File: src/sv/ddpc_pkg.sv
`default_nettype none

package ddpc_pkg;

	// Datapath sizing.
	localparam int COUNT_BITS          = 24;
	localparam int GAIN_FRAC_BITS      = 8;
	localparam int STRAIGHT_BASE_POWER = 60;

	// Fixed field widths.
	localparam int GAIN_W          = 16;
	localparam int SCALE_W         = 16;
	localparam int SCALE_FRAC_BITS = 8;
	localparam int AMOUNT_W        = 16;
	localparam int TARGET_W        = 23;
	localparam int POWER_W         = 7;
	localparam int MODE_W          = 3;
	localparam int DIR_W           = 2;
	localparam int CFG_IDX_W       = 3;
	localparam int CFG_DATA_W      = 16;
	localparam int INTEG_W         = 11;

	// Derived widths.
	localparam int ERR_W      = COUNT_BITS + 1;
	localparam int DERR_W     = COUNT_BITS + 2;
	localparam int PROD_W     = GAIN_W + DERR_W;
	localparam int SUM_W      = PROD_W + 2;
	localparam int TGT_PROD_W = AMOUNT_W + SCALE_W;
	localparam int TGT_SHR_W  = TGT_PROD_W - SCALE_FRAC_BITS;
	localparam int CMP_W      = ((COUNT_BITS > TARGET_W) ? COUNT_BITS : TARGET_W) + 1;

	// Constants.
	localparam int INTEG_LIMIT = 1000;
	localparam int POWER_MIN   = 70;
	localparam int POWER_MAX   = 100;
	localparam int POWER_RESET = 80;
	localparam int HALF_SHIFT  = GAIN_FRAC_BITS + 1;
	localparam int HALF_BIAS   = (2 ** HALF_SHIFT) - 1;
	localparam int SCALE_RESET = 256;
	localparam logic [TARGET_W-1:0] TARGET_MAX = '1;

	typedef enum logic [MODE_W-1:0] {
		MODE_FORWARD    = 3'd0,
		MODE_BACK       = 3'd1,
		MODE_TURN_LEFT  = 3'd2,
		MODE_TURN_RIGHT = 3'd3,
		MODE_LEFT       = 3'd4,
		MODE_RIGHT      = 3'd5,
		MODE_STOP       = 3'd6
	} mode_t;

	typedef enum logic [DIR_W-1:0] {
		DIR_STOPPED = 2'd0,
		DIR_CW      = 2'd1,
		DIR_CCW     = 2'd2
	} dir_t;

	typedef enum logic [CFG_IDX_W-1:0] {
		REG_HEADING_GAIN_P = 3'd0,
		REG_HEADING_GAIN_D = 3'd1,
		REG_HEADING_GAIN_I = 3'd2,
		REG_TOTAL_GAIN_P   = 3'd3,
		REG_STRAIGHT_SCALE = 3'd4,
		REG_TURN_SCALE     = 3'd5
	} cfg_reg_t;

	// One input item as captured at the input register.
	typedef struct packed {
		logic                         action;
		logic [MODE_W-1:0]            move_kind;
		logic [AMOUNT_W-1:0]          amount;
		logic signed [COUNT_BITS-1:0] count_left;
		logic signed [COUNT_BITS-1:0] count_right;
	} cmd_t;

	typedef struct packed {
		logic signed [GAIN_W-1:0] p;
		logic signed [GAIN_W-1:0] d;
		logic signed [GAIN_W-1:0] i;
		logic signed [GAIN_W-1:0] t;
	} gains_t;

	// Control and held values that travel with an item down the pipeline.
	typedef struct packed {
		logic                         pid_en;
		logic                         straight;
		dir_t                         dir_l;
		dir_t                         dir_r;
		logic [MODE_W-1:0]            mode;
		logic [TARGET_W-1:0]          target;
		logic signed [COUNT_BITS-1:0] progress;
		logic                         done;
		logic                         clear;
	} ctl_t;

	typedef struct packed {
		ctl_t                      ctl;
		logic signed [ERR_W-1:0]   err;
		logic signed [DERR_W-1:0]  derr;
		logic signed [ERR_W-1:0]   etot;
		logic signed [INTEG_W-1:0] integ;
	} trk_t;

	typedef struct packed {
		ctl_t                     ctl;
		logic signed [PROD_W-1:0] prod_p;
		logic signed [PROD_W-1:0] prod_d;
		logic signed [PROD_W-1:0] prod_t;
		logic signed [PROD_W-1:0] prod_i;
	} mul_t;

	typedef struct packed {
		dir_t                         dir_l;
		dir_t                         dir_r;
		logic [POWER_W-1:0]           power_l;
		logic [POWER_W-1:0]           power_r;
		logic [MODE_W-1:0]            mode;
		logic [TARGET_W-1:0]          target;
		logic signed [COUNT_BITS-1:0] progress;
		logic                         done;
		logic                         clear;
	} res_t;

endpackage

`default_nettype wire

File: src/sv/ddpc_power.sv
`default_nettype none

module ddpc_power (
	input  wire logic      clk,
	input  wire logic      arst_n,
	input  wire logic      load,
	input  ddpc_pkg::mul_t mul_s3,
	output ddpc_pkg::res_t res_q
);
	import ddpc_pkg::*;

	logic [POWER_W-1:0]      power_l_q, power_r_q;
	logic [POWER_W-1:0]      power_l_n, power_r_n;
	logic signed [SUM_W-1:0] sum, sum_adj, half, base_l, base_r, new_l, new_r;

	// Correction sum, halved toward zero, split over the two wheels and clamped.
	always_comb begin
		sum = SUM_W'(mul_s3.prod_p) + SUM_W'(mul_s3.prod_d)
			+ SUM_W'(mul_s3.prod_t) + SUM_W'(mul_s3.prod_i);
		if (sum < 0) begin
			sum_adj = sum + SUM_W'(HALF_BIAS);
		end else begin
			sum_adj = sum;
		end
		half = sum_adj >>> HALF_SHIFT;
		if (mul_s3.ctl.straight) begin
			base_l = SUM_W'(STRAIGHT_BASE_POWER);
			base_r = SUM_W'(STRAIGHT_BASE_POWER);
		end else begin
			base_l = $signed(SUM_W'(power_l_q));
			base_r = $signed(SUM_W'(power_r_q));
		end
		new_l = base_l + half;
		new_r = base_r - half;
		if (new_l < SUM_W'(POWER_MIN)) begin
			power_l_n = POWER_W'(POWER_MIN);
		end else if (new_l > SUM_W'(POWER_MAX)) begin
			power_l_n = POWER_W'(POWER_MAX);
		end else begin
			power_l_n = new_l[POWER_W-1:0];
		end
		if (new_r < SUM_W'(POWER_MIN)) begin
			power_r_n = POWER_W'(POWER_MIN);
		end else if (new_r > SUM_W'(POWER_MAX)) begin
			power_r_n = POWER_W'(POWER_MAX);
		end else begin
			power_r_n = new_r[POWER_W-1:0];
		end
		if (!mul_s3.ctl.pid_en) begin
			power_l_n = power_l_q;
			power_r_n = power_r_q;
		end
	end

	// Held motor powers.
	always_ff @(posedge clk or negedge arst_n) begin
		if (!arst_n) begin
			power_l_q <= POWER_W'(POWER_RESET);
			power_r_q <= POWER_W'(POWER_RESET);
		end else if (load) begin
			power_l_q <= power_l_n;
			power_r_q <= power_r_n;
		end
	end

	// Result register.
	always_ff @(posedge clk) begin
		if (load) begin
			res_q.dir_l    <= mul_s3.ctl.dir_l;
			res_q.dir_r    <= mul_s3.ctl.dir_r;
			res_q.power_l  <= power_l_n;
			res_q.power_r  <= power_r_n;
			res_q.mode     <= mul_s3.ctl.mode;
			res_q.target   <= mul_s3.ctl.target;
			res_q.progress <= mul_s3.ctl.progress;
			res_q.done     <= mul_s3.ctl.done;
			res_q.clear    <= mul_s3.ctl.clear;
		end
	end

endmodule

`default_nettype wire

File: config.mk
export PLATFORM = sky130hd
export DESIGN_NAME = ddpc_power
export DESIGN_NICKNAME = d
export VERILOG_FILES = /design/src/sv/ddpc_pkg.sv /design/src/sv/ddpc_power.sv
export SDC_FILE = /design/constraint.sdc
export NUM_CORES = 1
export LEC_CHECK = 0
export BUFFER_PORTS_ARGS = -buffer_cell sky130_fd_sc_hd__buf_2
export CAP_MARGIN = 20
export CORE_MARGIN = 2
export CORE_UTILIZATION = 36
export CTS_CLUSTER_SIZE = 25
export DETAILED_ROUTE_END_ITERATION = 8
export PLACE_DENSITY_LB_ADDON = 0.12
export SYNTH_ARGS = -nofsm -noshare
export SYNTH_HDL_FRONTEND = slang
export SYNTH_SLANG_ARGS = --single-unit
File: constraint.sdc
create_clock -name clk -period 13.08 [get_ports clk]
set_input_delay 1.962 -clock clk [delete_from_list [all_inputs] [get_ports clk]]
set_output_delay 1.962 -clock clk [all_outputs]
set_load 0.02 [all_outputs]
Yosys cells after proc, flatten, opt, wreduce, memory -nomap -nowiden
Index checks and enable logic that the tools add are counted.
{"block": "word_totals", "output_inout_bits": 70, "elab_cells": 31, "in_bits": 229, "ff_bits": 84}
{"block": "op_classes", "add_sub_neg": 6, "n_lt_le_gt_ge": 5, "n_mux": 9}
{"op": "greater-than comparator 44 x 8 -> 1 bit, second input constant", "count": 2}
{"op": "less-than comparator 44 x 8 -> 1 bit, second input constant", "count": 2}
{"op": "2-to-1 mux 7 bit", "count": 8}
{"op": "adder 43 x 42 -> 44 bit", "count": 1}
{"op": "adder 44 x 10 -> 44 bit, second input constant", "count": 1}
{"op": "adder 44 x 42 -> 44 bit", "count": 1}
{"op": "less-than comparator 44 x 1 -> 1 bit, second input constant", "count": 1}
{"op": "2-to-1 mux 44 bit", "count": 1}
{"op": "adder 42 x 42 -> 43 bit", "count": 1}
{"op": "adder 8 x 35 -> 36 bit", "count": 1}
{"op": "subtractor 8 x 35 -> 36 bit", "count": 1}

Longest topological paths before layout
{"block": "depth", "depth_word": 10, "mapped_depth": 35}

Worst setup path after synthesis
No wires, ideal clock.
{"block": "synth_timing", "path_kind": "input port to flip-flop", "from": "in mul_s3[1] (netlist name)", "to": "reg res_q[61] (netlist name), data pin", "path_stages": 33, "slack_ns": 3.738, "setup_ns": 0.270, "path_buffers": 1, "t_arrival_ns": 9.071, "cell_sequence": "inv_1 fa_1 inv_1 fa_1 ha_1 fa_1 a211oi_2 o21a_1 or4_4 and3_1 o211a_4 xor2_1 clkbuf_1 nand2_1 xnor2_1 ha_1 inv_1 fa_1 nor2b_1 o21ai_0 a21boi_0 o21ai_0 a21boi_0 nor2_1 nor4_1 o21ai_1 nor4_1 a21oi_1 or4_1 nor4b_1 nand2_1 nor3_4 a21oi_1"}
{"block": "synth_via", "elab_chain_len": 8, "word_cells_on_any_way": 10, "cone_classes": "add/sub: 3; order compare: 3; mux: 4"}
{"element": "start: declaration", "line_no": "ddpc_power.sv:7", "source": "input ddpc_pkg::mul_t mul_s3,"}
{"element": "adder 44 x 42 -> 44 bit (*)", "line_no": "ddpc_power.sv:19", "source": "+ SUM_W'(mul_s3.prod_t) + SUM_W'(mul_s3.prod_i);"}
{"element": "adder 44 x 10 -> 44 bit / less-than comparator 44 x 1 -> 1 bit (equally long branches)", "line_no": "ddpc_power.sv:21, ddpc_power.sv:20"}
{"element": "2-to-1 mux 44 bit (*)", "line_no": "ddpc_power.sv:20", "source": "if (sum < 0) begin"}
{"element": "adder 8 x 35 -> 36 bit (*)", "line_no": "ddpc_power.sv:33", "source": "new_l = base_l + half;"}
{"element": "greater-than comparator 44 x 8 -> 1 bit", "line_no": "ddpc_power.sv:37", "source": "end else if (new_l > SUM_W'(POWER_MAX)) begin"}
{"element": "2-to-1 mux 7 bit", "line_no": "ddpc_power.sv:37"}
{"element": "2-to-1 mux 7 bit (*)", "line_no": "ddpc_power.sv:35", "source": "if (new_l < SUM_W'(POWER_MIN)) begin"}
{"element": "2-to-1 mux 7 bit (*)", "line_no": "ddpc_power.sv:49", "source": "if (!mul_s3.ctl.pid_en) begin"}
{"element": "net power_l_n[2]", "line_no": "ddpc_power.sv:13", "source": "logic [POWER_W-1:0] power_l_n, power_r_n;"}
{"element": "end: declaration", "line_no": "ddpc_power.sv:8", "source": "output ddpc_pkg::res_t res_q"}
Mark *: on every way through the listed nets, which the timed path passes. The rest lies on a longest branch.
A chain may end at the register's enable or synchronous reset.

Worst setup path in the final report
{"block": "layout_timing", "from": "in mul_s3[5] (netlist name)", "to": "reg res_q[61] (netlist name), data pin"}
The elaborated chain is that of the path after synthesis.

==> flow_summary.ini <==
[outcome]
outcome = finished, final reports clean

[power_and_ir_drop]
ir_worst_vdd_mv = 0.0901
power_density_mw_per_mm2 = 215
power_leakage_nw = 6.38

[setup_path]
cpPeakStageDelay_ps = 570
crit_fanout = 12
cp.arrival_ps = 10390
cp.required_ps = 13150
critical_path_class = in -> reg
cp-start-kind = input port
rr_worst_depth = 19
endpoint_kind = flop
crit_path_start = mul_s3[5]
r2r-start = power_l_q[0]$_DFFE_PN0P_
cp_slowest_cell = or4_4

[grt]
grt_pass1_vias = 11790
grt_max_degree = 80
grtUsageTotal_pct = 20.9
antenna_found_initial = 0
grt_pass1_wl_mm = 59.8
grt-ovfl-total = 0

[clocking]
cts_root_buffer = clkbuf_16
cts_inserted_buffers = 9
cts_resized = 0
cts_buffer_depth = 2
post_cts_buffers = 0
cts.clk_slew.worst_paths_ps = 60
clock_latency_ps = 330
cts_tree = yes
cts_sinks = 84
ctsHoldBuffers = 0
h-tree-depth = 3

[floorplan]
io_pins = 299
row_count = 66
die_width_microns = 187
dieArea_sq_mm = 0.0348
start_util_pct = 36.7
die_h_microns = 187
core_area_sq_mm = 0.0327

[worst_hold_path]
hold_path_class = reg -> reg
hold_depth = 1
min_from = power_l_q[3]$_DFFE_PN0P_

[detailed_routing]
totalWireLength_mm = 36.6
drt_first_pass_iters = 5
drc = 0
avgViaCountPerCell = 5.45
detail-route-antenna-nets = 0
drt_iter0_markers = 831
via_count = 11830
post_drt_wl_per_cell_microns = 16.9

[placed_design]
placed_area_sq_mm = 0.0139
place_congestion = 0.912
dp_slack_ps = 2470
port_buffers = 298
hpwl_mm = 30.9

[cells_and_area]
syn2layout_area_growth_pct = 18.1
fill_cells = 3427
diodes = 0
fin_area_sq_mm = 0.0142
layout.nets = 2096
layout-drive-gt1-share_pct = 22.7

[synthesis]
yosys_warnings = 0
netlist_area_sq_mm = 0.0120
synthFlopType = edfxtp_1
yosysSeqAreaShare_pct = 20.5
yosys.cell_types.count = 99
synth-edff-count = 70
synthCells = 1454
syn_nets = 1827
ys_async_sr_fraction_pct = 16.7
synth-seq-cells = 84
syn_avg_cell_area_sq_um = 8.26

[timing]
finalWorstSetupSlack_ps = 2760
finalCritPeriodShare_pct = 78.9
drv_slew = 0
rsz0062_at_grt = false
relSlewSlack_pct = 32.6
fin_tns_setup_ps = 0
finClkSkew_ps = 7.91
worst_pin_slew_ps = 1000
max_freq_mhz = 96.9
fin_crit_ps = 10320
finalHoldViolations = 0
setup_viol = 0

[flow_run]
maxCapViolations = 0
-- state kept, by name (all words and copies together), names as in the netlist --
signal	count
res_q	70
power_r_q	7
power_l_q	7
-- cells in the final DEF (no fill, tap or decap), types with 47 or more instances in the layout --
cell type,n
fa_1,87
a21oi_1,99
nand2_1,104
edfxtp_1,70
o21ai_0,67
nand3_1,47
nor2_1,85
inv_1,243
ha_1,57
buf_2,297
-- final cells by class --
type	count	area (sq um)	area share (%)
multi-input combinational	1080	8430	59.4
sequential	84	2460	17.3
timing repair buffer	305	1550	10.9
inverter	243	912	6.43
tap	442	553	3.90
clock buffer	9	225	1.59
clock inverter	7	58.8	0.414
-- synthesized netlist by cell type (all sizes together), types with 18 or more instances --
cell type / number / area share [%]
fa: 87 / 14
nor4: 35 / 2.5
xnor2: 37 / 2.9
clkbuf: 31 / 0.97
or2: 22 / 1.1
inv: 243 / 7.6
and2: 21 / 1.1
xor2: 19 / 1.4
and3: 20 / 1.0
edfxtp: 70 / 17
nor3: 34 / 1.6
nand4: 38 / 2.1
nand3: 48 / 2.0
nand2: 105 / 3.3
a21o: 20 / 1.2
a21oi: 101 / 4.3
o211ai: 18 / 1.2
nor2: 86 / 2.7
o21ai: 77 / 3.3
a211oi: 24 / 1.7
ha: 57 / 5.9
-- worst paths after layout --
check | endpoint | slack [ps]
max in group asynchronous | power_r_q[6]$_DFFE_PN1P_ | 11240
max reg2reg | res_q[61]$_DFFE_PP_ | 7930
min | power_l_q[3]$_DFFE_PN0P_ | 510
min reg2reg | power_l_q[3]$_DFFE_PN0P_ | 510
min in group asynchronous | power_r_q[0]$_DFFE_PN0P_ | 1530
max | res_q[61]$_DFFE_PP_ | 2760
-- through the flow --
stage	hold WS [ps]	power [mW]	utilization (%)	std cells
6_report	512	3.05	43.4	2170
3_3_place_gp	501	2.77	42.5	2154
5_1_grt	527	3.33	43.4	2170
3_5_place_dp	498	2.77	42.5	2154
2_1_floorplan	480	2.14	-	1454
4_1_cts	512	3.03	43.4	2170
-- kinds of logic after synthesis --
kind of cell / share of synthesized area (%)
AND/OR/NAND/NOR: 23.3
AO/OA/AOI/OAI: 21.1
buffers and inverters: 9.34
adder cells (fa/ha/maj): 20.4
flip-flops: 20.5
XOR/XNOR: 4.30
multiplexers: 1.11
-- metal layers --
| layer | up-vias | share of wire, % | GRT usage (%) | wire, microns |
|---|---|---|---|---|
| li1 | 5726 | - | - | - |
| met1 | 5582 | 43 | 27.1 | 15700 |
| met2 | 465 | 47 | 35.7 | 17300 |
| met3 | 57 | 7.0 | 2.88 | 2550 |
| met4 | 0 | 2.9 | 6.96 | 1050 |
| met5 | - | 0 | 0 | 0 |
-- worst max-delay path: cells and delay by family --
family	cells	cell delay [ps]
AND/OR/NAND/NOR	11	3390
adder cells (fa/ha/maj)	5	2080
AO/OA/AOI/OAI	10	2060
XOR/XNOR	2	460
buffers and inverters	5	450
-- where the power goes --
| part | total, mW | leakage, nW | internal (mW) | switching, mW |
|---|---|---|---|---|
| combinational | 2.48 | 5.40 | 0.855 | 1.63 |
| clock | 0.237 | 0.138 | 0.131 | 0.106 |
| sequential | 0.330 | 0.836 | 0.320 | 0.0100 |
| total | 3.05 | 6.38 | 1.31 | 1.74 |
(Power assumes the default switching activity.)
