**config.mk**
```make
export PLATFORM = sky130hd
export DESIGN_NAME = ddpc_track
export DESIGN_NICKNAME = d
export VERILOG_FILES = /design/src/sv/ddpc_pkg.sv /design/src/sv/ddpc_track.sv
export SDC_FILE = /design/constraint.sdc
export NUM_CORES = 1
export LEC_CHECK = 0
export ABC_AREA = 1
export BUFFER_PORTS_ARGS = -buffer_cell sky130_fd_sc_hd__buf_2
export CAP_MARGIN = 20
export CORE_MARGIN = 2
export CORE_UTILIZATION = 45
export DETAILED_ROUTE_END_ITERATION = 8
export SYNTH_ARGS = -nofsm -noshare
export SYNTH_HDL_FRONTEND = slang
export SYNTH_SLANG_ARGS = --single-unit
```
**constraint.sdc**
```tcl
create_clock -name clk -period 7.8 [get_ports clk]
set_input_delay 1.56 -clock clk [delete_from_list [all_inputs] [get_ports clk]]
set_output_delay 1.56 -clock clk [all_outputs]
set_load 0.005 [all_outputs]
```
**src/sv/ddpc_pkg.sv**
```systemverilog
`default_nettype none

package ddpc_pkg;

	// Datapath sizing.
	localparam int COUNT_BITS          = 24;
	localparam int GAIN_FRAC_BITS      = 8;
	localparam int STRAIGHT_BASE_POWER = 60;

	// Fixed field widths.
	localparam int GAIN_W          = 16;
	localparam int SCALE_W         = 16;
	localparam int SCALE_FRAC_BITS = 8;
	localparam int AMOUNT_W        = 16;
	localparam int TARGET_W        = 23;
	localparam int POWER_W         = 7;
	localparam int MODE_W          = 3;
	localparam int DIR_W           = 2;
	localparam int CFG_IDX_W       = 3;
	localparam int CFG_DATA_W      = 16;
	localparam int INTEG_W         = 11;

	// Derived widths.
	localparam int ERR_W      = COUNT_BITS + 1;
	localparam int DERR_W     = COUNT_BITS + 2;
	localparam int PROD_W     = GAIN_W + DERR_W;
	localparam int SUM_W      = PROD_W + 2;
	localparam int TGT_PROD_W = AMOUNT_W + SCALE_W;
	localparam int TGT_SHR_W  = TGT_PROD_W - SCALE_FRAC_BITS;
	localparam int CMP_W      = ((COUNT_BITS > TARGET_W) ? COUNT_BITS : TARGET_W) + 1;

	// Constants.
	localparam int INTEG_LIMIT = 1000;
	localparam int POWER_MIN   = 70;
	localparam int POWER_MAX   = 100;
	localparam int POWER_RESET = 80;
	localparam int HALF_SHIFT  = GAIN_FRAC_BITS + 1;
	localparam int HALF_BIAS   = (2 ** HALF_SHIFT) - 1;
	localparam int SCALE_RESET = 256;
	localparam logic [TARGET_W-1:0] TARGET_MAX = '1;

	typedef enum logic [MODE_W-1:0] {
		MODE_FORWARD    = 3'd0,
		MODE_BACK       = 3'd1,
		MODE_TURN_LEFT  = 3'd2,
		MODE_TURN_RIGHT = 3'd3,
		MODE_LEFT       = 3'd4,
		MODE_RIGHT      = 3'd5,
		MODE_STOP       = 3'd6
	} mode_t;

	typedef enum logic [DIR_W-1:0] {
		DIR_STOPPED = 2'd0,
		DIR_CW      = 2'd1,
		DIR_CCW     = 2'd2
	} dir_t;

	typedef enum logic [CFG_IDX_W-1:0] {
		REG_HEADING_GAIN_P = 3'd0,
		REG_HEADING_GAIN_D = 3'd1,
		REG_HEADING_GAIN_I = 3'd2,
		REG_TOTAL_GAIN_P   = 3'd3,
		REG_STRAIGHT_SCALE = 3'd4,
		REG_TURN_SCALE     = 3'd5
	} cfg_reg_t;

	// One input item as captured at the input register.
	typedef struct packed {
		logic                         action;
		logic [MODE_W-1:0]            move_kind;
		logic [AMOUNT_W-1:0]          amount;
		logic signed [COUNT_BITS-1:0] count_left;
		logic signed [COUNT_BITS-1:0] count_right;
	} cmd_t;

	typedef struct packed {
		logic signed [GAIN_W-1:0] p;
		logic signed [GAIN_W-1:0] d;
		logic signed [GAIN_W-1:0] i;
		logic signed [GAIN_W-1:0] t;
	} gains_t;

	// Control and held values that travel with an item down the pipeline.
	typedef struct packed {
		logic                         pid_en;
		logic                         straight;
		dir_t                         dir_l;
		dir_t                         dir_r;
		logic [MODE_W-1:0]            mode;
		logic [TARGET_W-1:0]          target;
		logic signed [COUNT_BITS-1:0] progress;
		logic                         done;
		logic                         clear;
	} ctl_t;

	typedef struct packed {
		ctl_t                      ctl;
		logic signed [ERR_W-1:0]   err;
		logic signed [DERR_W-1:0]  derr;
		logic signed [ERR_W-1:0]   etot;
		logic signed [INTEG_W-1:0] integ;
	} trk_t;

	typedef struct packed {
		ctl_t                     ctl;
		logic signed [PROD_W-1:0] prod_p;
		logic signed [PROD_W-1:0] prod_d;
		logic signed [PROD_W-1:0] prod_t;
		logic signed [PROD_W-1:0] prod_i;
	} mul_t;

	typedef struct packed {
		dir_t                         dir_l;
		dir_t                         dir_r;
		logic [POWER_W-1:0]           power_l;
		logic [POWER_W-1:0]           power_r;
		logic [MODE_W-1:0]            mode;
		logic [TARGET_W-1:0]          target;
		logic signed [COUNT_BITS-1:0] progress;
		logic                         done;
		logic                         clear;
	} res_t;

endpackage

`default_nettype wire

```
**src/sv/ddpc_track.sv**
```systemverilog
`default_nettype none

module ddpc_track (
	input  wire logic                         clk,
	input  wire logic                         arst_n,
	input  wire logic                         step,
	input  ddpc_pkg::cmd_t                    item,
	input  wire logic [ddpc_pkg::SCALE_W-1:0] straight_scale,
	input  wire logic [ddpc_pkg::SCALE_W-1:0] turn_scale,
	output ddpc_pkg::trk_t                    trk_s2
);
	import ddpc_pkg::*;

	mode_t                        mode_q, mode_n;
	logic [TARGET_W-1:0]          target_q, target_n;
	logic signed [COUNT_BITS-1:0] progress_q, progress_n;
	logic                         done_q, done_n;
	logic signed [COUNT_BITS-1:0] last_l_q, last_l_n;
	logic signed [COUNT_BITS-1:0] last_r_q, last_r_n;
	logic signed [ERR_W-1:0]      last_err_q, last_err_n;
	logic signed [INTEG_W-1:0]    integ_q, integ_n;
	dir_t                         dir_l_q, dir_l_n;
	dir_t                         dir_r_q, dir_r_n;

	logic [SCALE_W-1:0]           scale_sel;
	logic [TGT_PROD_W-1:0]        tgt_prod;
	logic [TGT_SHR_W-1:0]         tgt_shr;
	logic [TARGET_W-1:0]          tgt_sat;
	logic signed [COUNT_BITS-1:0] dl, dr, mean;
	logic signed [COUNT_BITS:0]   cnt_sum, cnt_adj;
	logic signed [ERR_W-1:0]      err, etot;
	logic signed [DERR_W-1:0]     derr;
	logic signed [ERR_W:0]        integ_sum;
	logic                         straight, reached, pid_en, clear;

	// Target of a move command: amount times the Q8.8 scale, saturated.
	always_comb begin
		if (item.move_kind == MODE_TURN_LEFT || item.move_kind == MODE_TURN_RIGHT) begin
			scale_sel = turn_scale;
		end else begin
			scale_sel = straight_scale;
		end
		tgt_prod = TGT_PROD_W'(item.amount) * TGT_PROD_W'(scale_sel);
		tgt_shr  = tgt_prod[TGT_PROD_W-1:SCALE_FRAC_BITS];
		if (tgt_shr > TGT_SHR_W'(TARGET_MAX)) begin
			tgt_sat = TARGET_MAX;
		end else begin
			tgt_sat = tgt_shr[TARGET_W-1:0];
		end
	end

	// Wheel deltas, mean count and heading error terms of a tick.
	always_comb begin
		straight = (mode_q == MODE_FORWARD) || (mode_q == MODE_BACK);
		dl       = item.count_left - last_l_q;
		dr       = item.count_right - last_r_q;
		err      = ERR_W'(dr) - ERR_W'(dl);
		derr     = DERR_W'(err) - DERR_W'(last_err_q);
		if (straight) begin
			etot = ERR_W'(item.count_right) - ERR_W'(item.count_left);
		end else begin
			etot = '0;
		end
		// The mean truncates toward zero: bias negative sums up by one before the shift.
		cnt_sum = (COUNT_BITS+1)'(item.count_left) + (COUNT_BITS+1)'(item.count_right);
		cnt_adj = cnt_sum + $signed({{COUNT_BITS{1'b0}}, cnt_sum[COUNT_BITS]});
		mean    = cnt_adj[COUNT_BITS:1];
		reached = CMP_W'(mean) >= $signed(CMP_W'(target_q));
		// Anti-windup clamp on the integral.
		integ_sum = (ERR_W+1)'(integ_q) + (ERR_W+1)'(err);
		if (integ_sum > (ERR_W+1)'(INTEG_LIMIT)) begin
			integ_n = INTEG_W'(INTEG_LIMIT);
		end else if (integ_sum < (ERR_W+1)'(-INTEG_LIMIT)) begin
			integ_n = INTEG_W'(-INTEG_LIMIT);
		end else begin
			integ_n = INTEG_W'(integ_sum);
		end
	end

	// Next state of the move tracker.
	always_comb begin
		mode_n     = mode_q;
		target_n   = target_q;
		progress_n = progress_q;
		done_n     = done_q;
		last_l_n   = last_l_q;
		last_r_n   = last_r_q;
		last_err_n = last_err_q;
		dir_l_n    = dir_l_q;
		dir_r_n    = dir_r_q;
		pid_en     = 1'b0;
		clear      = 1'b0;
		if (item.action) begin
			done_n = 1'b0;
			if (item.move_kind == MODE_STOP) begin
				mode_n = MODE_STOP;
			end else if (item.move_kind < MODE_STOP) begin
				mode_n   = mode_t'(item.move_kind);
				target_n = tgt_sat;
			end
		end else begin
			case (mode_q) inside
				MODE_STOP: begin
					dir_l_n = DIR_STOPPED;
					dir_r_n = DIR_STOPPED;
				end
				MODE_FORWARD, MODE_BACK, MODE_TURN_LEFT, MODE_TURN_RIGHT: begin
					if (reached) begin
						mode_n     = MODE_STOP;
						target_n   = '0;
						progress_n = '0;
						last_l_n   = '0;
						last_r_n   = '0;
						done_n     = 1'b1;
						clear      = 1'b1;
					end else begin
						last_l_n   = item.count_left;
						last_r_n   = item.count_right;
						progress_n = mean;
						last_err_n = err;
						pid_en     = 1'b1;
						case (mode_q)
							MODE_FORWARD: begin
								dir_r_n = DIR_CW;
								dir_l_n = DIR_CCW;
							end
							MODE_BACK: begin
								dir_r_n = DIR_CCW;
								dir_l_n = DIR_CW;
							end
							MODE_TURN_LEFT: begin
								dir_r_n = DIR_CW;
								dir_l_n = DIR_CW;
							end
							default: begin
								dir_r_n = DIR_CCW;
								dir_l_n = DIR_CCW;
							end
						endcase
					end
				end
				default: begin
				end
			endcase
		end
	end

	// Tracker state.
	always_ff @(posedge clk or negedge arst_n) begin
		if (!arst_n) begin
			mode_q     <= MODE_STOP;
			target_q   <= '0;
			progress_q <= '0;
			done_q     <= 1'b0;
			last_l_q   <= '0;
			last_r_q   <= '0;
			last_err_q <= '0;
			integ_q    <= '0;
			dir_l_q    <= DIR_STOPPED;
			dir_r_q    <= DIR_STOPPED;
		end else if (step) begin
			mode_q     <= mode_n;
			target_q   <= target_n;
			progress_q <= progress_n;
			done_q     <= done_n;
			last_l_q   <= last_l_n;
			last_r_q   <= last_r_n;
			last_err_q <= last_err_n;
			if (pid_en) begin
				integ_q <= integ_n;
			end
			dir_l_q    <= dir_l_n;
			dir_r_q    <= dir_r_n;
		end
	end

	// Stage 2 register: held values after this item plus the PID terms.
	always_ff @(posedge clk) begin
		if (step) begin
			trk_s2.ctl.pid_en   <= pid_en;
			trk_s2.ctl.straight <= straight;
			trk_s2.ctl.dir_l    <= dir_l_n;
			trk_s2.ctl.dir_r    <= dir_r_n;
			trk_s2.ctl.mode     <= mode_n;
			trk_s2.ctl.target   <= target_n;
			trk_s2.ctl.progress <= progress_n;
			trk_s2.ctl.done     <= done_n;
			trk_s2.ctl.clear    <= clear;
			trk_s2.err          <= err;
			trk_s2.derr         <= derr;
			trk_s2.etot         <= etot;
			trk_s2.integ        <= integ_n;
		end
	end

endmodule

`default_nettype wire

```
## Word level (Yosys, flattened, before mapping)

Index checks and enable logic that the tools add are counted.

- Multiply operators: 1
- Add/subtract/negate cells: 8
- Reduce and logical (&&, ||, !) cells: 10
- Multiplexer cells: 41
- Bitwise logic cells: 4
- Equality and inequality tests: 7
- Magnitude comparators: 5

Operators by type and width:

| operator | count |
|---|---|
| 23-bit 2-to-1 mux | 7 |
| 24-bit 2-to-1 mux | 6 |
| 24-bit by 24-bit subtractor with 25-bit output | 2 |
| 24-bit subtractor | 2 |
| 16-bit by 16-bit multiplier with 32-bit output | 1 |
| 11-bit by 25-bit adder with 26-bit output | 1 |
| 26-bit by 11-bit greater-than comparator with 1-bit output (second input constant) | 1 |
| 26-bit by 11-bit less-than comparator with 1-bit output (second input constant) | 1 |
| 25-bit by 25-bit subtractor with 26-bit output | 1 |
| 24-bit by 24-bit adder with 25-bit output | 1 |
| 25-bit by 2-bit adder with 25-bit output | 1 |
| 24-bit greater-or-equal comparator | 1 |
| 24-bit by 23-bit greater-than comparator with 1-bit output (second input constant) | 1 |
| 11-bit 2-to-1 mux | 2 |
| 2-bit 2-to-1 mux | 10 |
| 3-bit 2-to-1 mux | 6 |
| 16-bit 2-to-1 mux | 1 |
| 3-bit by 2-bit == test with 1-bit output (second input constant) | 4 |
| 1-bit 2-to-1 mux | 9 |
| 3-bit == test (second input constant) | 2 |
| 5-bit AND reduction | 1 |
| 1-bit NOT | 4 |
| 4-bit AND reduction | 1 |
| 2-bit OR reduction | 2 |
| other kinds (7) | 8 |

- Output and inout bits: 145
- Flip-flop bits (word level): 284
- Logic and storage cells: 99
- Input port bits: 103

## Depth between registers and ports, before layout

- Depth in word-level cells: 9
- Mapped depth: 47
- Mapped depth without buffers: 46

## Worst setup path after synthesis

Ideal clock, no wire load.

- Path type: input-to-reg
- From: in item[65] (netlist name)
- To: reg trk_s2[121] (netlist name), data pin
- Required time: 7.541 ns
- Buffers on the path: 3
- Stages: 29
- Library setup time: 0.259 ns
- Slack: -0.118 ns
- Arrival time: 7.660 ns
- Cell sequence: inv_1 > nor2_1 > clkbuf_1 > or2_2 > o21ai_0 > inv_1 > clkbuf_1 > nand2_1 > fa_1 > inv_1 > fa_1 > fa_1 > fa_1 > fa_1 > inv_1 > fa_1 > inv_1 > ha_1 > a21oi_1 > o21ai_0 > a21boi_0 > nor2_1 > a211oi_1 > nand3b_1 > nand2_1 > buf_2 > nand3_1 > nand2_1 > nand2_1

- Cells in the longest elaborated chain, start to end: 9
- Elaborated cells between the ends (all ways): 12
- Those cells by class: mul (1); order compare (2); eq/ne (3); mux (5); reduce/logical (1)

RTL lines:

| element | line | RTL |
|---|---|---|
| start: declaration | ddpc_track.sv:7 | `input ddpc_pkg::cmd_t item,` |
| 3-bit by 2-bit == test with 1-bit output | ddpc_track.sv:38 | `if (item.move_kind == MODE_TURN_LEFT \|\| item.move_kind == MODE_TURN_RIGHT) begin` |
| 1-bit logical OR | ddpc_track.sv:38 |  |
| 16-bit 2-to-1 mux | ddpc_track.sv:38 |  |
| 16-bit by 16-bit multiplier with 32-bit output | ddpc_track.sv:43 | `tgt_prod = TGT_PROD_W'(item.amount) * TGT_PROD_W'(scale_sel);` |
| 24-bit by 23-bit greater-than comparator with 1-bit output | ddpc_track.sv:45 | `if (tgt_shr > TGT_SHR_W'(TARGET_MAX)) begin` |
| 23-bit 2-to-1 mux | ddpc_track.sv:45 |  |
| 23-bit 2-to-1 mux | ddpc_track.sv:97 | `end else if (item.move_kind < MODE_STOP) begin` |
| 23-bit 2-to-1 mux (*) | ddpc_track.sv:95 | `if (item.move_kind == MODE_STOP) begin` |
| 23-bit 2-to-1 mux (*) | ddpc_track.sv:93 | `if (item.action) begin` |
| named net target_n[8] | ddpc_track.sv:15 | `logic [TARGET_W-1:0] target_q, target_n;` |
| end: declaration | ddpc_track.sv:10 | `output ddpc_pkg::trk_t trk_s2` |

Mark *: on every way through the listed nets, which the timed path passes. The rest lies on a longest branch.
A chain may end at the register's enable or synchronous reset.

## Worst setup path in the final report

- From: in item[65] (netlist name)
- To: reg trk_s2[125] (netlist name), data pin

Same word-level chain as after synthesis.

==> results by group <==
Outcome
  – Status: finished clean

Placement
  – Placer Congestion: 0.968
  – I/O Buffers: 247
  – Detailed placer's ending HPWL: 71,400 microns
  – Placed cell areas: 32,800 sq um

CTS
  – Num CTS Buffers: 35
  – Worst-Skew Late Latency: 560 ps
  – # H-tree levels: 2
  – Clk pin slew, worst setup/hold paths: 60 ps
  – Bufs on Longest Clock Path: 3
  – CTS tree: done
  – CTS Sinks: 284
  – Clock root cell: clkbuf_16

Worst setup path
  – Most used cell, CP: fa_1
  – Worst Path Arrival: 7720 ps
  – R2R setup slack: 1490 ps
  – CP Capture Type: flip-flop
  – Setup CP Type: primary input to flip-flop
  – Slowest cell on the critical path: fa_1
  – Worst r2r path cells: 40
  – Critical Path Source: item[65]
  – Req. time, crit path: 8090 ps
  – CP Max Fanout: 15
  – Worst reg2reg endpoint: trk_s2[3]
  – Critical Path Max Stage Delay: 570 ps
  – Crit path to: trk_s2[125]
  – Critical path startpoint category: primary input
  – R2R Path Start: last_l_q[0]

Yosys
  – Count leader, synth: nand2_1
  – Post-Synth Simple-Gate Area: 20.4%
  – Cell Area, Synth: 28,900 sq um
  – Register bit count reported by yosys: 284
  – Number of synthesized flops with an enable pin: 145
  – Yosys top cell area share: 15.0%
  – Post-synthesis mux area share: 0%
  – Post-synth cell types: 58
  – Synth warn: 0
  – Most used flip-flop cell after synthesis: edfxtp_1
  – Compound-Gate Fraction of Synth Area: 11.4%
  – Synth top area cells: edfxtp_1, fa_1, ha_1, dfrtp_1, nand2_1
  – Xor and xnor area share after synthesis: 4.82%
  – Synthesized-area fraction occupied by adder cells: 26.5%
  – Largest family of logic cells by synthesized area: adder cells
  – Seq/Total Area, Yosys: 27.1%
  – Ys async rst share: 48.9%
  – Syn Nets: 4,304
  – Synth area leader: edfxtp_1
  – Synth Instances: 3,708
  – Most frequent cells after synthesis: nand2_1, inv_1, nor2_1
  – Syn avg cell area: 7.80 sq um

Timing
  – Count of final setup violators: 0
  – Peak Freq: 134 MHz
  – Final Hold Viols: 0
  – Pins Over Slew Limit: 0
  – WHS: 485 ps
  – RSZ-0062 raised after global routing: false
  – Min cycle time layout: 7440 ps
  – Setup clock skew after layout: 30.3 ps
  – Setup TNS: 0 ps
  – Max transition margin: 31.9%
  – Tcrit/Tclk final: 95.4%
  – Worst Tran Pin Value: 1020 ps

Global route
  – Global route overflow: 0
  – Vias in the first global route: 25.5k
  – M3 GR Usage: 3.86%
  – Gr busiest metal: met2
  – Global-route wire length before repair: 139,000 microns
  – Grt met1 use: 38.2%
  – Antenna violations before repair: 4
  – Pin count of the biggest net entering global routing: 87
  – Total GRT Usage: 26.5%
  – Met2 GRT Util: 40.7%

Layout
  – Fin area: 34,000 sq um
  – Multi-input gate area: 18,300 sq um
  – Layout cells sized above 1: 15.1%
  – # fillers: 6,192
  – Nets@finish: 4,757
  – FF/Latch Area: 7840 sq um
  – Layout overhead on the synthesized area: 17.6%

Min path
  – Min-delay worst type: flip-flop to flip-flop
  – WHS Path Cells: 2

Floorplanning
  – Die Area: 66,400 sq um
  – Die width: 258 microns
  – Core area: 63,300 sq um
  – Boundary pin count: 248
  – Die height: 258 microns
  – Num rows: 92
  – Initial core utilization: 45.7%

Detailed routing
  – DRT antenna net count: 0
  – 1st-iter DRT viols: 1,667
  – Vias per cell: 5.09
  – Via count: 25.7k
  – First drt pass iteration count: 6
  – # DRC: 0
  – Avg WL per Cell: 17.3 microns
  – Drt total wl: 87,000 microns

Flow run
  – Max-Cap Viols: 0
## flip-flops by register name, summed over array words and instances, names as in the netlist, 2 cells and up
name and flops:
trk_s2 145, last_l_q 24, last_r_q 24, target_q 23, mode_q 3, dir_l_q 2, progress_q 24, last_err_q 25
dir_r_q 2, integ_q 11
## critical path: cells and delay by family
kind | cells | cell delay [ps]
fa+ha+maj | 7 | 3430
simple gates | 11 | 1080
buf+inv | 10 | 1000
compound gates | 2 | 420
xor+xnor | 1 | 200
## area by class of cell
class | count | share of cell area, %
Clock inverter | 17 | 0.489
Tap cell | 846 | 3.11
Clock buffer | 46 | 2.90
Sequential cell | 284 | 23.0
Antenna cell | 4 | 0.0294
Multi-Input combinational cell | 2691 | 53.8
Timing Repair Buffer | 502 | 9.54
Inverter | 647 | 7.16
## how the worst min path moves through the flow
stage / start / end / slack [ps]
6_report: done_q / done_q / 490
3_3_place_gp: done_q / done_q / 460
4_1_cts: done_q / done_q / 480
5_1_grt: done_q / done_q / 500
2_1_floorplan: done_q / done_q / 450
3_5_place_dp: done_q / done_q / 470
## stage by stage
step / instances / setup WS [ps] / util (%)
after floorplan: 3708 / 53.0 / -
after global placement: 4969 / -305 / 51.8
after detailed placement: 4969 / -346 / 51.8
after CTS: 5032 / 167 / 53.7
after global routing: 5036 / 12.3 / 53.8
final: 5037 / 362 / 53.8
## logic make-up (layout without fill, tap and decap cells)
kind of cell | Yosys count | count (layout)
adder cells (fa/ha/maj) | 493 | 493
other | 0 | 4
AO/OA/AOI/OAI | 598 | 598
AND/OR/NAND/NOR | 1445 | 1445
flip-flops | 284 | 284
buffers and inverters | 733 | 1212
XOR/XNOR | 155 | 155
## cell usage in the layout (no fill, tap or decap), types with 35 or more instances in the layout
cell,instances
buf_4,247
clkbuf_16,36
xnor2_1,61
nand3_1,136
edfxtp_1,145
o21ai_0,155
a21oi_1,251
xor2_1,89
dfrtp_1,137
nor2_1,298
inv_1,623
nand2_1,888
fa_1,198
o21ai_1,55
buf_2,245
nor3_1,35
ha_1,293
## layer usage
metal  part of all wire [%]  wire [microns]  vias up
met5                      0               0        -
met4                    3.6            3140        0
met3                    5.9            5110      150
met2                     43           37700      721
met1                     47           41100    12000
li1                       -               -    12800
## repair_timing
item / in CTS / in global routing
hold buffers: 0 / 0
resized for setup: 0 / 27
buffers inserted: 0 / 1
setup endpoints to repair: 0 / 144
Power is left out: the tool's default activity adds up to more than one toggle a clock period on the data nets, which glitch-free logic cannot reach.
